[config.mk]
export PLATFORM = sky130hd
export DESIGN_NAME = life_generation_engine_unit
export DESIGN_NICKNAME = d
export VERILOG_FILES = /design/src/hdl/lge_pkg.sv /design/src/hdl/lge_row_ram.sv /design/src/hdl/lge_cell_rule.sv /design/src/hdl/life_generation_engine_unit.sv
export VERILOG_INCLUDE_DIRS = /design/src /design/src/hdl
export SDC_FILE = /design/constraint.sdc
export NUM_CORES = 2
export LEC_CHECK = 0
export BUFFER_PORTS_ARGS = -buffer_cell sky130_fd_sc_hd__buf_2
export CAP_MARGIN = 20
export CORE_MARGIN = 5
export CORE_UTILIZATION = 40
export CTS_CLUSTER_DIAMETER = 30
export DETAILED_ROUTE_END_ITERATION = 7
export PLACE_DENSITY_LB_ADDON = 0.15
export SLEW_MARGIN = 40
export SYNTH_ARGS = -nofsm -noshare
export SYNTH_HDL_FRONTEND = slang
export SYNTH_SLANG_ARGS = --single-unit
[constraint.sdc]
create_clock -name clock -period 6.05 [get_ports clock]
set_input_delay 1.21 -clock clock [delete_from_list [all_inputs] [get_ports clock]]
set_output_delay 1.21 -clock clock [all_outputs]
set_load 0.005 [all_outputs]
[src/hdl/assert_macros.svh]
// Assertion macros shared by the RTL. Define ASSERT_OFF to compile them out.
`ifndef ASSERT_MACROS_SVH
`define ASSERT_MACROS_SVH
`ifndef ASSERT_OFF
// The consequent must hold in the same cycle as the antecedent.
`define ASSERT_SAME(lbl, clk, rst, ante, cons, msg) \
   lbl: assert property (@(posedge clk) disable iff (rst) (ante) |-> (cons)) else $error(msg);
// The consequent must hold in the cycle after the antecedent.
`define ASSERT_NEXT(lbl, clk, rst, ante, cons, msg) \
   lbl: assert property (@(posedge clk) disable iff (rst) (ante) |=> (cons)) else $error(msg);
`else
`define ASSERT_SAME(lbl, clk, rst, ante, cons, msg)
`define ASSERT_NEXT(lbl, clk, rst, ante, cons, msg)
`endif
`endif

[src/hdl/lge_pkg.sv]
package lge_pkg;

   // Default grid size.
   localparam int GRID_ROWS_DEF = 32;
   localparam int GRID_COLS_DEF = 32;

   // Fixed field widths of the request and response words.
   localparam int OP_W  = 2;
   localparam int ROW_W = 5;
   localparam int COL_W = 5;

   // Operation codes.
   localparam logic [OP_W-1:0] OP_WRITE = 2'd0;
   localparam logic [OP_W-1:0] OP_READ  = 2'd1;
   localparam logic [OP_W-1:0] OP_STEP  = 2'd2;

   // Response kinds.
   localparam logic KIND_READ = 1'b0;
   localparam logic KIND_STEP = 1'b1;

   // Neighbour counts that matter to the B3/S23 rule.
   localparam logic [3:0] SURVIVE_CNT = 4'd2;
   localparam logic [3:0] BIRTH_CNT   = 4'd3;

endpackage

[src/hdl/lge_row_ram.sv]
// Simple dual-port row memory: one write port, one read port with registered data.
module lge_row_ram
   import lge_pkg::*;
#(
   parameter int DATA_W = GRID_COLS_DEF,
   parameter int ADDR_W = 6
) (
   input  logic              clock,
   input  logic              wr_en,
   input  logic [ADDR_W-1:0] wr_addr,
   input  logic [DATA_W-1:0] wr_data,
   input  logic [ADDR_W-1:0] rd_addr,
   output logic [DATA_W-1:0] rd_data
);

   logic [DATA_W-1:0] mem [2**ADDR_W];
   logic [DATA_W-1:0] rd_data_ff;

   // Write port.
   always_ff @(posedge clock) begin
      if (wr_en) begin
         mem[wr_addr] <= wr_data;
      end
   end

   // Read port, with registered read data.
   always_ff @(posedge clock) begin
      rd_data_ff <= mem[rd_addr];
   end

   assign rd_data = rd_data_ff;

endmodule

[src/hdl/lge_cell_rule.sv]
// Counts the eight neighbours of one cell and applies the B3/S23 rule.
module lge_cell_rule
   import lge_pkg::*;
(
   input  logic [7:0] nbr,
   input  logic       centre,
   output logic       alive
);

   logic [3:0] count;

   // Population count of the neighbour bits.
   always_comb begin
      count = '0;
      for (int i = 0; i < 8; i++) begin
         count = count + 4'(nbr[i]);
      end
   end

   // A live cell survives on two or three, a dead one is born on three.
   assign alive = (count == BIRTH_CNT) || (centre && (count == SURVIVE_CNT));

endmodule

[src/hdl/life_generation_engine_unit.sv]
// Game of Life engine (rule B3/S23, dead edges, no wrap). The grid is stored one row per
// memory word in two banks; a generation step reads the current bank, builds each new row
// one cell per cycle from a three-row window and writes it to the other bank, then swaps
// banks. After reset a clearing pass over the rows of bank 0 keeps busy high. A cell write
// or read first reads the row, then modifies and writes it back (write) or registers the
// read word (read). A step loads the first two rows, then for each row scans it cell by
// cell, writes it back and fetches the next row. There is exactly one response word per
// read or step, shown for one cycle on rsp_valid; the receiver cannot stall it, so it must
// take the word in that cycle.
`include "assert_macros.svh"

module life_generation_engine_unit
   import lge_pkg::*;
#(
   parameter int GRID_ROWS = GRID_ROWS_DEF,
   parameter int GRID_COLS = GRID_COLS_DEF
) (
   input  logic             clock,
   input  logic             reset,
   input  logic             start,
   output logic             busy,
   input  logic [OP_W-1:0]  req_op,
   input  logic [ROW_W-1:0] req_row,
   input  logic [COL_W-1:0] req_col,
   input  logic             req_cell_in,
   output logic             rsp_valid,
   output logic             rsp_kind,
   output logic             rsp_cell_out
);

   localparam int RW = $clog2(GRID_ROWS);
   localparam int CW = $clog2(GRID_COLS);
   localparam int AW = RW + 1;

   typedef enum logic [7:0] {
      S_CLEAR  = 8'b0000_0001,
      S_IDLE   = 8'b0000_0010,
      S_ACCESS = 8'b0000_0100,
      S_LOAD0  = 8'b0000_1000,
      S_LOAD1  = 8'b0001_0000,
      S_SCAN   = 8'b0010_0000,
      S_WB     = 8'b0100_0000,
      S_FETCH  = 8'b1000_0000
   } state_type;

   state_type              state_ff, state_in;
   logic                   bank_ff, bank_in;
   logic [RW-1:0]          row_cnt_ff, row_cnt_in;
   logic [CW-1:0]          col_cnt_ff, col_cnt_in;
   logic [OP_W-1:0]        op_ff, op_in;
   logic [RW-1:0]          row_ff, row_in;
   logic [CW-1:0]          col_ff, col_in;
   logic                   cell_ff, cell_in;
   logic                   on_grid_ff, on_grid_in;
   logic [GRID_COLS-1:0]   prev_ff, prev_in;
   logic [GRID_COLS-1:0]   cur_ff, cur_in;
   logic [GRID_COLS-1:0]   nxt_ff, nxt_in;
   logic                   lt_ff, lt_in;
   logic                   lm_ff, lm_in;
   logic                   lb_ff, lb_in;
   logic [GRID_COLS-1:0]   new_row_ff, new_row_in;
   logic                   rsp_valid_ff, rsp_valid_in;
   logic                   rsp_kind_ff, rsp_kind_in;
   logic                   rsp_cell_ff, rsp_cell_in;

   logic                   accept;
   logic                   req_on_grid;
   logic                   last_col;
   logic                   last_row;
   logic [RW-1:0]          rd_row;
   logic                   wr_en;
   logic [AW-1:0]          wr_addr;
   logic [GRID_COLS-1:0]   wr_data;
   logic [GRID_COLS-1:0]   rd_data;
   logic [GRID_COLS-1:0]   mod_row;
   logic [7:0]             nbr;
   logic                   alive;

   assign accept      = start && (state_ff == S_IDLE);
   assign req_on_grid = (int'(req_row) < GRID_ROWS) && (int'(req_col) < GRID_COLS);
   assign last_col    = (col_cnt_ff == CW'(GRID_COLS - 1));
   assign last_row    = (row_cnt_ff == RW'(GRID_ROWS - 1));

   // Row store, two banks selected by the top address bit.
   lge_row_ram #(
      .DATA_W (GRID_COLS),
      .ADDR_W (AW)
   ) u_ram (
      .clock   (clock),
      .wr_en   (wr_en),
      .wr_addr (wr_addr),
      .wr_data (wr_data),
      .rd_addr ({bank_ff, rd_row}),
      .rd_data (rd_data)
   );

   // Neighbour window: bit 0 of each row register is the current column.
   assign nbr = {lt_ff, lm_ff, lb_ff, prev_ff[0], nxt_ff[0],
                 prev_ff[1] && !last_col, cur_ff[1] && !last_col, nxt_ff[1] && !last_col};

   lge_cell_rule u_rule (
      .nbr    (nbr),
      .centre (cur_ff[0]),
      .alive  (alive)
   );

   // Single-cell write merges the new bit into the row just read.
   always_comb begin
      mod_row         = rd_data;
      mod_row[col_ff] = cell_ff;
   end

   // Read address for each state.
   always_comb begin
      case (state_ff)
         S_IDLE:  rd_row = (req_op == OP_STEP) ? '0 : RW'(req_row);
         S_LOAD0: rd_row = RW'(1);
         S_WB:    rd_row = RW'(row_cnt_ff + RW'(2));
         default: rd_row = row_ff;
      endcase
   end

   // Write port: clearing pass, cell write-back, or new row to the other bank.
   always_comb begin
      wr_en   = 1'b0;
      wr_addr = {bank_ff, row_cnt_ff};
      wr_data = '0;
      case (state_ff)
         S_CLEAR: begin
            wr_en = 1'b1;
         end
         S_ACCESS: begin
            wr_en   = (op_ff == OP_WRITE) && on_grid_ff;
            wr_addr = {bank_ff, row_ff};
            wr_data = mod_row;
         end
         S_WB: begin
            wr_en   = 1'b1;
            wr_addr = {!bank_ff, row_cnt_ff};
            wr_data = new_row_ff;
         end
         default: begin
            wr_en = 1'b0;
         end
      endcase
   end

   // Sequencer and datapath next-state logic.
   always_comb begin
      state_in     = state_ff;
      bank_in      = bank_ff;
      row_cnt_in   = row_cnt_ff;
      col_cnt_in   = col_cnt_ff;
      op_in        = op_ff;
      row_in       = row_ff;
      col_in       = col_ff;
      cell_in      = cell_ff;
      on_grid_in   = on_grid_ff;
      prev_in      = prev_ff;
      cur_in       = cur_ff;
      nxt_in       = nxt_ff;
      lt_in        = lt_ff;
      lm_in        = lm_ff;
      lb_in        = lb_ff;
      new_row_in   = new_row_ff;
      rsp_valid_in = 1'b0;
      rsp_kind_in  = rsp_kind_ff;
      rsp_cell_in  = rsp_cell_ff;
      case (state_ff)
         S_CLEAR: begin
            row_cnt_in = RW'(row_cnt_ff + RW'(1));
            if (last_row) begin
               row_cnt_in = '0;
               state_in   = S_IDLE;
            end
         end
         S_IDLE: begin
            if (accept) begin
               op_in      = req_op;
               row_in     = RW'(req_row);
               col_in     = CW'(req_col);
               cell_in    = req_cell_in;
               on_grid_in = req_on_grid;
               row_cnt_in = '0;
               case (req_op)
                  OP_WRITE, OP_READ: state_in = S_ACCESS;
                  OP_STEP:           state_in = S_LOAD0;
                  default:           state_in = S_IDLE;
               endcase
            end
         end
         S_ACCESS: begin
            if (op_ff == OP_READ) begin
               rsp_valid_in = 1'b1;
               rsp_kind_in  = KIND_READ;
               rsp_cell_in  = on_grid_ff && rd_data[col_ff];
            end
            state_in = S_IDLE;
         end
         S_LOAD0: begin
            prev_in  = '0;
            cur_in   = rd_data;
            state_in = S_LOAD1;
         end
         S_LOAD1: begin
            nxt_in     = rd_data;
            col_cnt_in = '0;
            lt_in      = 1'b0;
            lm_in      = 1'b0;
            lb_in      = 1'b0;
            state_in   = S_SCAN;
         end
         S_SCAN: begin
            // Rotate the window one column and collect the new cell.
            new_row_in = {alive, new_row_ff[GRID_COLS-1:1]};
            lt_in      = prev_ff[0];
            lm_in      = cur_ff[0];
            lb_in      = nxt_ff[0];
            prev_in    = {prev_ff[0], prev_ff[GRID_COLS-1:1]};
            cur_in     = {cur_ff[0], cur_ff[GRID_COLS-1:1]};
            nxt_in     = {nxt_ff[0], nxt_ff[GRID_COLS-1:1]};
            col_cnt_in = CW'(col_cnt_ff + CW'(1));
            if (last_col) begin
               state_in = S_WB;
            end
         end
         S_WB: begin
            prev_in = cur_ff;
            cur_in  = nxt_ff;
            if (last_row) begin
               bank_in      = !bank_ff;
               row_cnt_in   = '0;
               rsp_valid_in = 1'b1;
               rsp_kind_in  = KIND_STEP;
               rsp_cell_in  = 1'b0;
               state_in     = S_IDLE;
            end else begin
               row_cnt_in = RW'(row_cnt_ff + RW'(1));
               state_in   = S_FETCH;
            end
         end
         S_FETCH: begin
            // Below the last row the window sees dead cells.
            nxt_in     = last_row ? '0 : rd_data;
            col_cnt_in = '0;
            lt_in      = 1'b0;
            lm_in      = 1'b0;
            lb_in      = 1'b0;
            state_in   = S_SCAN;
         end
         default: begin
            state_in = S_IDLE;
         end
      endcase
   end

   // Control registers.
   always_ff @(posedge clock) begin
      if (reset) begin
         state_ff     <= S_CLEAR;
         bank_ff      <= 1'b0;
         row_cnt_ff   <= '0;
         col_cnt_ff   <= '0;
         rsp_valid_ff <= 1'b0;
      end else begin
         state_ff     <= state_in;
         bank_ff      <= bank_in;
         row_cnt_ff   <= row_cnt_in;
         col_cnt_ff   <= col_cnt_in;
         rsp_valid_ff <= rsp_valid_in;
      end
   end

   // Payload registers.
   always_ff @(posedge clock) begin
      op_ff       <= op_in;
      row_ff      <= row_in;
      col_ff      <= col_in;
      cell_ff     <= cell_in;
      on_grid_ff  <= on_grid_in;
      prev_ff     <= prev_in;
      cur_ff      <= cur_in;
      nxt_ff      <= nxt_in;
      lt_ff       <= lt_in;
      lm_ff       <= lm_in;
      lb_ff       <= lb_in;
      new_row_ff  <= new_row_in;
      rsp_kind_ff <= rsp_kind_in;
      rsp_cell_ff <= rsp_cell_in;
   end

   assign busy         = (state_ff != S_IDLE);
   assign rsp_valid    = rsp_valid_ff;
   assign rsp_kind     = rsp_kind_ff;
   assign rsp_cell_out = rsp_cell_ff;

   // Checks on the sequencer.
   `ASSERT_NEXT(a_rsp_one_cycle, clock, reset, rsp_valid_ff, !rsp_valid_ff, "response word held for more than one cycle")
   `ASSERT_NEXT(a_write_no_rsp, clock, reset, (state_ff == S_ACCESS) && (op_ff == OP_WRITE), !rsp_valid_ff, "cell write produced a response word")
   `ASSERT_NEXT(a_step_busy, clock, reset, accept && (req_op == OP_STEP), busy && !rsp_valid_ff, "step did not hold busy")
   `ASSERT_NEXT(a_scan_wb, clock, reset, (state_ff == S_SCAN) && last_col, state_ff == S_WB, "row scan did not end in write-back")
   `ASSERT_SAME(a_step_rsp_kind, clock, reset, rsp_valid_ff && (rsp_kind_ff == KIND_STEP), !rsp_cell_ff, "step response carries a cell value")

endmodule
After elaboration in Yosys (flattened, before gate mapping)
Memory sizes are Yosys's and may differ from the RTL's. A register that Yosys moved wholly into a read port is not among the register bits.
Index checks and enable logic that the tools add are counted.
{"block": "classes", "eq_ne": 21, "n_mux": 38, "n_lt_le_gt_ge": 2, "n_addsub": 10, "n_reduce_logical": 24}
{"op": "one-hot mux 32 bit (3 select lines)", "n": 3}
{"op": "one-hot mux 32 bit (2 select lines)", "n": 1}
{"op": "one-hot mux 8 bit (6 select lines)", "n": 1}
{"op": "bitwise mux 32 bit", "n": 1}
{"op": "2-to-1 mux 32 bit", "n": 1}
{"op": "2-to-1 mux 8 bit", "n": 4}
{"op": "adder 4 x 1 -> 4 bit", "n": 6}
{"op": "one-hot mux 5 bit (2 select lines)", "n": 2}
{"op": "2-to-1 mux 5 bit", "n": 3}
{"op": "one-hot mux 5 bit (3 select lines)", "n": 1}
{"op": "one-hot mux 1 bit (2 select lines)", "n": 7}
{"op": "one-hot mux 6 bit (2 select lines)", "n": 1}
{"op": "adder 5 x 1 -> 5 bit, second input constant", "n": 2}
{"op": "equality test 5 bit, second input constant", "n": 2}
{"op": "2-to-1 mux 1 bit", "n": 10}
{"op": "!= test 2 bit, second input constant", "n": 5}
{"op": "equality test 4 x 2 -> 1 bit, second input constant", "n": 2}
{"op": "equality test 8 x 1 -> 1 bit, second input constant", "n": 1}
{"op": "equality test 8 x 2 -> 1 bit, second input constant", "n": 1}
{"op": "equality test 8 x 3 -> 1 bit, second input constant", "n": 1}
{"op": "equality test 8 x 4 -> 1 bit, second input constant", "n": 1}
{"op": "equality test 8 x 5 -> 1 bit, second input constant", "n": 1}
{"op": "equality test 8 x 6 -> 1 bit, second input constant", "n": 1}
{"op": "equality test 8 x 7 -> 1 bit, second input constant", "n": 1}
{"op": "20 further kinds", "n": 36}
{"block": "word_totals", "mem_count": 1, "word_cells": 114, "output_inout_bits": 4, "register_bits": 166, "ram_bits": 2048}
{"name": "u_ram.mem", "depth": 64, "word_bits": 32, "read_ports": 1, "rd_ports_with_merged_regs": 1, "write_ports": 1, "line_no": "lge_row_ram.sv:16", "text": "logic [DATA_W-1:0] mem [2**ADDR_W];"}

Depth between registers and ports, before layout
{"block": "depth", "depth_word": 13, "depth_mapped": 15, "ltp_nobuf": 15}

Cells and area by module
Synthesis repeated with hierarchy kept, for this count alone.
{"block": "unflattened", "cells_unflattened": 4026, "hier_area_um2": 86734.4}
{"mod": "lge_row_ram", "instances": 1, "cells_per_inst": 3324, "area_per_inst_um2": 78515.3}
{"mod": "life_generation_engine_unit", "instances": 1, "cells_per_inst": 679, "area_per_inst_um2": 8018.9}
{"mod": "lge_cell_rule", "instances": 1, "cells_per_inst": 23, "area_per_inst_um2": 200.2}

Worst setup path after synthesis
Ideal clock, no wire load.
{"block": "synth_path", "kind": "register to register", "from": "register state_ff[6]", "to": "memory u_ram.mem[0][13] (netlist bit) (data pin)", "path_slack_ns": 1.155, "n_path_buf": 3, "arrival_ns": 4.194, "synth_period_minus_slack_ns": 4.895, "setup_ns": 0.702, "t_required_ns": 5.348, "path_stages_with_launch": 8, "cell_sequence": "dfxtp_1 buf_4 or4_4 nor2_2 nand3_2 buf_2 buf_1 o21ai_0"}
{"block": "synth_via", "elab_chain_cells": 2, "word_cells_on_any_way": 3, "classes_between": "2 x eq/ne; 1 x mux"}
{"element": "start, declared", "line_no": "life_generation_engine_unit.sv:46", "text": "state_type state_ff, state_in;"}
{"element": "start signal, assigned", "line_no": "life_generation_engine_unit.sv:266", "text": "state_ff <= state_in;"}
{"element": "equality test 8 x 7 -> 1 bit / equality test 8 x 3 -> 1 bit (equally long branches)", "line_no": "life_generation_engine_unit.sv:128", "text": "case (state_ff)"}
{"element": "one-hot mux 32 bit (2 select lines) (*)", "line_no": "life_generation_engine_unit.sv:128"}
{"element": "via u_ram.wr_data[13]", "line_no": "lge_row_ram.sv:11", "text": "input logic [DATA_W-1:0] wr_data,"}
{"element": "end, declared", "line_no": "lge_row_ram.sv:16"}
The timed path passes the listed nets; every way through them passes the cells marked *.

Worst setup path in the final report
{"block": "layout_path", "from": "register state_ff[3]", "to": "register u_ram.rd_data_ff[14] (netlist: u_ram.rd_data[14]) (read register of u_ram.mem)"}
{"block": "layout_via", "elab_chain_cells": 2, "word_cells_on_any_way": 4, "classes_between": "3 x eq/ne; 1 x mux"}
{"element": "equality test 8 x 7 -> 1 bit (tied with other cells)", "line_no": "life_generation_engine_unit.sv:115", "text": "case (state_ff)"}
{"element": "one-hot mux 5 bit (3 select lines) (*)", "line_no": "life_generation_engine_unit.sv:115"}
{"element": "end, declared", "line_no": "lge_row_ram.sv:17", "text": "logic [DATA_W-1:0] rd_data_ff;"}
Every way passes the cells marked *; elsewhere a longest branch is shown, timed or not.
A chain may end at the register's enable or synchronous reset.

==> insert_results.sql <==
INSERT INTO impl_metrics (metric_group, metric, value, unit) VALUES
('setup_path', 'cp-start-kind', 'register', ''),
('synth', 'synth.area.top_cells', 'sky130_fd_sc_hd__edfxtp_1, sky130_fd_sc_hd__nand2_1, sky130_fd_sc_hd__nand3_1', ''),
('pwr', 'switching_share', '0.208', ''),
('synth', 'synth_nets', '6784', ''),
('floorplanning', 'start_util', '0.402', ''),
('pwr', 'worst_ir_drop_vdd', '0.332', 'mV'),
('sta', 'layout_worst_path_cycle_share', '0.786', ''),
('floorplanning', 'die_w', '483', 'um'),
('pwr', 'power.switching', '9.41', 'mW'),
('setup_path', 'ff2ff_setup_slack', '1.29', 'ns'),
('setup_path', 'critical_path_peak_fanout', '42', ''),
('layout', 'finalNetCount', '7128', ''),
('global_route', 'number_of_antenna_violations_at_the_first_check_in_global_routing', '9', ''),
('routing', 'drt_first_iter_violations', '7220', ''),
('layout', 'layoutNonFillerInstCount', '10500', ''),
('routing', 'routed_wl', '291000', 'um'),
('setup_path', 'cp_data_required_time', '6.94', 'ns'),
('setup_path', 'critPathCaptureType', 'register', ''),
('global_route', 'gr-total-overflow', '0', ''),
('sta', 'unrepaired_setup_endpoints_after_global_routing', 'false', ''),
('min_path', 'hold_class', 'in2reg', ''),
('synth', 'post_synthesis_cell_type_count', '74', ''),
('pwr', 'p_leak', '37.7', 'nW'),
('sta', 'fmax', '210', 'MHz'),
('global_route', 'first_global_vias', '57700', ''),
('clocking', 'cts.repair.resized', '0', ''),
('sta', 'fin_crit', '4.76', 'ns'),
('routing', 'viasPerCell', '5.66', ''),
('synth', 'asyncSetResetFlopFracSynth', '0', ''),
('sta', 'worst_slew_pin_slew', '0.957', 'ns'),
('clocking', 'cts_tree', 'yes', ''),
('clocking', 'cts_made_buffers', '488', ''),
('clocking', 'cts_root_buffer', 'sky130_fd_sc_hd__clkbuf_16', ''),
('pwr', 'pwr-share-clk', '0.593', ''),
('synth', 'synth_seq_area_share', '0.748', ''),
('synth', 'synthDominantAreaCellType', 'sky130_fd_sc_hd__edfxtp_1', ''),
('routing', 'wire_per_inst', '27.8', 'um'),
('routing', 'total_number_of_vias', '59400', ''),
('clocking', 'cts_num_sinks', '2246', ''),
('sta', 'slew_violations', '0', ''),
('pwr', 'seqPwrFrac', '0.379', ''),
('global_route', 'grt_start_max_net_pins', '108', ''),
('routing', 'antenna_violating_nets_post_route', '0', ''),
('floorplanning', 'top_level_ports', '20', ''),
('clocking', 'worstSkewPairLatency', '0.99', 'ns'),
('setup_path', 'timing.rr.start', 'state_ff[3]$_SDFFE_PP0P_', ''),
('setup_path', 'critical_path.startpoint', 'state_ff[3]$_SDFFE_PP0P_', ''),
('sta', 'worst_slew_margin_rel', '0.358', ''),
('global_route', 'grt_util_all_layers', '0.246', ''),
('synth', 'syn-cell-area', '0.0894', 'sq mm'),
('global_route', 'global_route_wire_length_before_repair', '417000', 'um'),
('clocking', 'cts_buffer_depth', '4', ''),
('clocking', 'clk_pin_slew_worst_paths', '0.05', 'ns'),
('synth', 'synth.yosys.warnings', '0', ''),
('setup_path', 'cp_cell_sequence', 'nor4_4 > nand3_2 > clkinv_2 > a22o_4 > nor2_2 > nand2_4 > buf_12 > o311ai_2 > a22oi_1 > buf_4 > o211ai_1', ''),
('floorplanning', 'core-area', '0.222', 'sq mm'),
('clocking', 'cts_max_level', '5', ''),
('setup_path', 'worst_r2r_endpoint', 'u_ram.rd_data[14]$_DFF_P_', ''),
('floorplanning', 'num_rows', '173', ''),
('floorplanning', 'fp.dieArea', '0.233', 'sq mm'),
('synth', 'synthCells', '6756', ''),
('placed_design', 'globalplace.congestion', '0.823', ''),
('run_status', 'status', 'finished, final reports clean', ''),
('synth', 'avgSynthCellArea', '13.2', 'sq um'),
('setup_path', 'timing.setup.critical_path_class', 'reg2reg', ''),
('setup_path', 'crit_slowest_cell', 'sky130_fd_sc_hd__o311ai_2', ''),
('synth', 'yosysTopAreaCellShare', '0.737', ''),
('sta', 'fin_skew', '0.0654', 'ns'),
('setup_path', 'worstPathArrival', '5.65', 'ns'),
('pwr', 'comb_power_share', '0.028', ''),
('clocking', 'post-cts-setup-buffer-count', '0', '');
-- worst min-delay path by stage --
| stage | depth (start not counted) | start | slack (ns) | to |
|---|---|---|---|---|
| finish | 1 | req_col[0] | 0.44 | col_ff[0]$_DFFE_PP_ |
| global route | 1 | req_col[1] | 0.40 | col_ff[1]$_DFFE_PP_ |
| CTS | 1 | req_col[1] | 0.37 | col_ff[1]$_DFFE_PP_ |
| detailed placement | 0 | new_row_ff[17]$_DFFE_PN_ | 0.43 | new_row_ff[16]$_DFFE_PN_ |
| global placement | 0 | new_row_ff[14]$_DFFE_PN_ | 0.43 | new_row_ff[13]$_DFFE_PN_ |
| floorplan | 0 | new_row_ff[1]$_DFFE_PN_ | 0.43 | new_row_ff[0]$_DFFE_PN_ |
-- stage by stage --
step | setup slack, ns | area (sq um) | util | hold WS [ns]
2_1_floorplan | 1.15 | 89400 | - | 0.426
5_1_grt | 1.05 | 112000 | 0.505 | 0.395
3_5_place_dp | 0.787 | 95400 | 0.429 | 0.434
6_report | 1.29 | 112000 | 0.505 | 0.443
4_1_cts | 1.29 | 112000 | 0.505 | 0.373
3_3_place_gp | 0.214 | 94500 | 0.425 | 0.428
-- flip-flops by register name, summed over array words and instances (netlist names), 2 cells and up --
name,flops
col_ff,5
u_ram.mem,2048
prev_ff,32
nxt_ff,32
op_ff,2
u_ram.rd_data,32
state_ff,8
row_ff,5
col_cnt_ff,5
cur_ff,32
row_cnt_ff,5
new_row_ff,32
-- cells by family after synthesis --
family / synth area share
and+or+nand+nor: 0.139
DFF: 0.748
AOI/OAI and AO/OA: 0.0755
buffers and inverters: 0.0250
muxes: 0.00929
adders and majority gates: 0.00202
xor gates and xnor gates: 0.00108
-- layer usage --
metal,up-vias,part of all wire,GRT usage
met2,2621,0.45,0.376
li1,26000,-,-
met4,2,0.028,0.0787
met5,-,0.000024,0
met3,454,0.083,0.0490
met1,30400,0.44,0.354
-- cell type report --
type                            instances  area [sq um]
Fill cell                           18800        110000
Sequential cell                      2246         66900
Multi-Input combinational cell       4030         21400
Clock buffer                          564         12800
Clock inverter                        336          4050
Tap cell                             2975          3720
Timing Repair Buffer                  313          3390
Inverter                               21          82.6
Antenna cell                            5          12.5
-- synth_stat cells, drive strengths merged, types with 3 or more instances --
master   instances
nor2           119
nor2b           13
nand3          689
a32oi            3
ha               8
or3             32
fa               4
and3             4
dfxtp           52
edfxtp        2194
nor3            17
o2111ai         31
clkbuf         177
inv             21
o21ai           50
o21a             3
and2             3
o31a             3
a21o             3
a22o            66
o211ai          34
a22oi          162
or2              4
mux4             8
a221oi          33
a31o            32
nand2         2065
nand3b          11
a311oi          63
mux2i           65
nand2b           9
o311ai          63
a21oi          198
xnor2            4
a31oi          197
xor2             7
o22ai            4
buf            282
-- layout by cell type (no fill, tap or decap), types with 11 or more instances in the layout --
cell type                    synthesis  final
sky130_fd_sc_hd__clkbuf_1          177     57
sky130_fd_sc_hd__o311ai_1           61     53
sky130_fd_sc_hd__edfxtp_1         2194   2194
sky130_fd_sc_hd__a21oi_1           198    198
sky130_fd_sc_hd__a221oi_1           33     33
sky130_fd_sc_hd__o21ai_0            49     17
sky130_fd_sc_hd__nor2b_1            13     11
sky130_fd_sc_hd__clkinv_4            0     21
sky130_fd_sc_hd__nand3_1           687    687
sky130_fd_sc_hd__clkbuf_16           0    495
sky130_fd_sc_hd__nand2_1          2055   2052
sky130_fd_sc_hd__nor2_4              0     64
sky130_fd_sc_hd__inv_1              20     19
sky130_fd_sc_hd__bufinv_16           0     83
sky130_fd_sc_hd__inv_6               0     15
sky130_fd_sc_hd__nor2_1            116     51
sky130_fd_sc_hd__o21ai_4             0     33
sky130_fd_sc_hd__buf_12              0     54
sky130_fd_sc_hd__nor3_1             14     14
sky130_fd_sc_hd__clkbuf_8            0     13
sky130_fd_sc_hd__clkinv_1            0     62
sky130_fd_sc_hd__buf_8               0     25
sky130_fd_sc_hd__nand3b_1           11     11
sky130_fd_sc_hd__buf_6               7     13
sky130_fd_sc_hd__clkinvlp_4          0     62
sky130_fd_sc_hd__o2111ai_1          31     31
sky130_fd_sc_hd__a31o_1             29     29
sky130_fd_sc_hd__mux2i_1            65     65
sky130_fd_sc_hd__or3_1              32     32
sky130_fd_sc_hd__buf_4              27    192
sky130_fd_sc_hd__a22o_1             64     64
sky130_fd_sc_hd__a311oi_1           63     54
sky130_fd_sc_hd__clkinv_2            0     90
sky130_fd_sc_hd__o211ai_1           33     33
sky130_fd_sc_hd__a22oi_1           162    162
sky130_fd_sc_hd__dfxtp_1            52     51
sky130_fd_sc_hd__buf_2             224     20
sky130_fd_sc_hd__a31oi_1           197    197
-- power groups by stage --
stage,combinational [mW],sequential (mW),clock (mW)
after global routing,1.36,17.2,28.0
after detailed placement,1.26,17.4,0
after global placement,1.25,17.4,0
final,1.27,17.2,26.9
after floorplan,0.741,17.4,0
after CTS,1.27,17.2,27.1
Note: power is estimated with default switching activity, not from simulation.
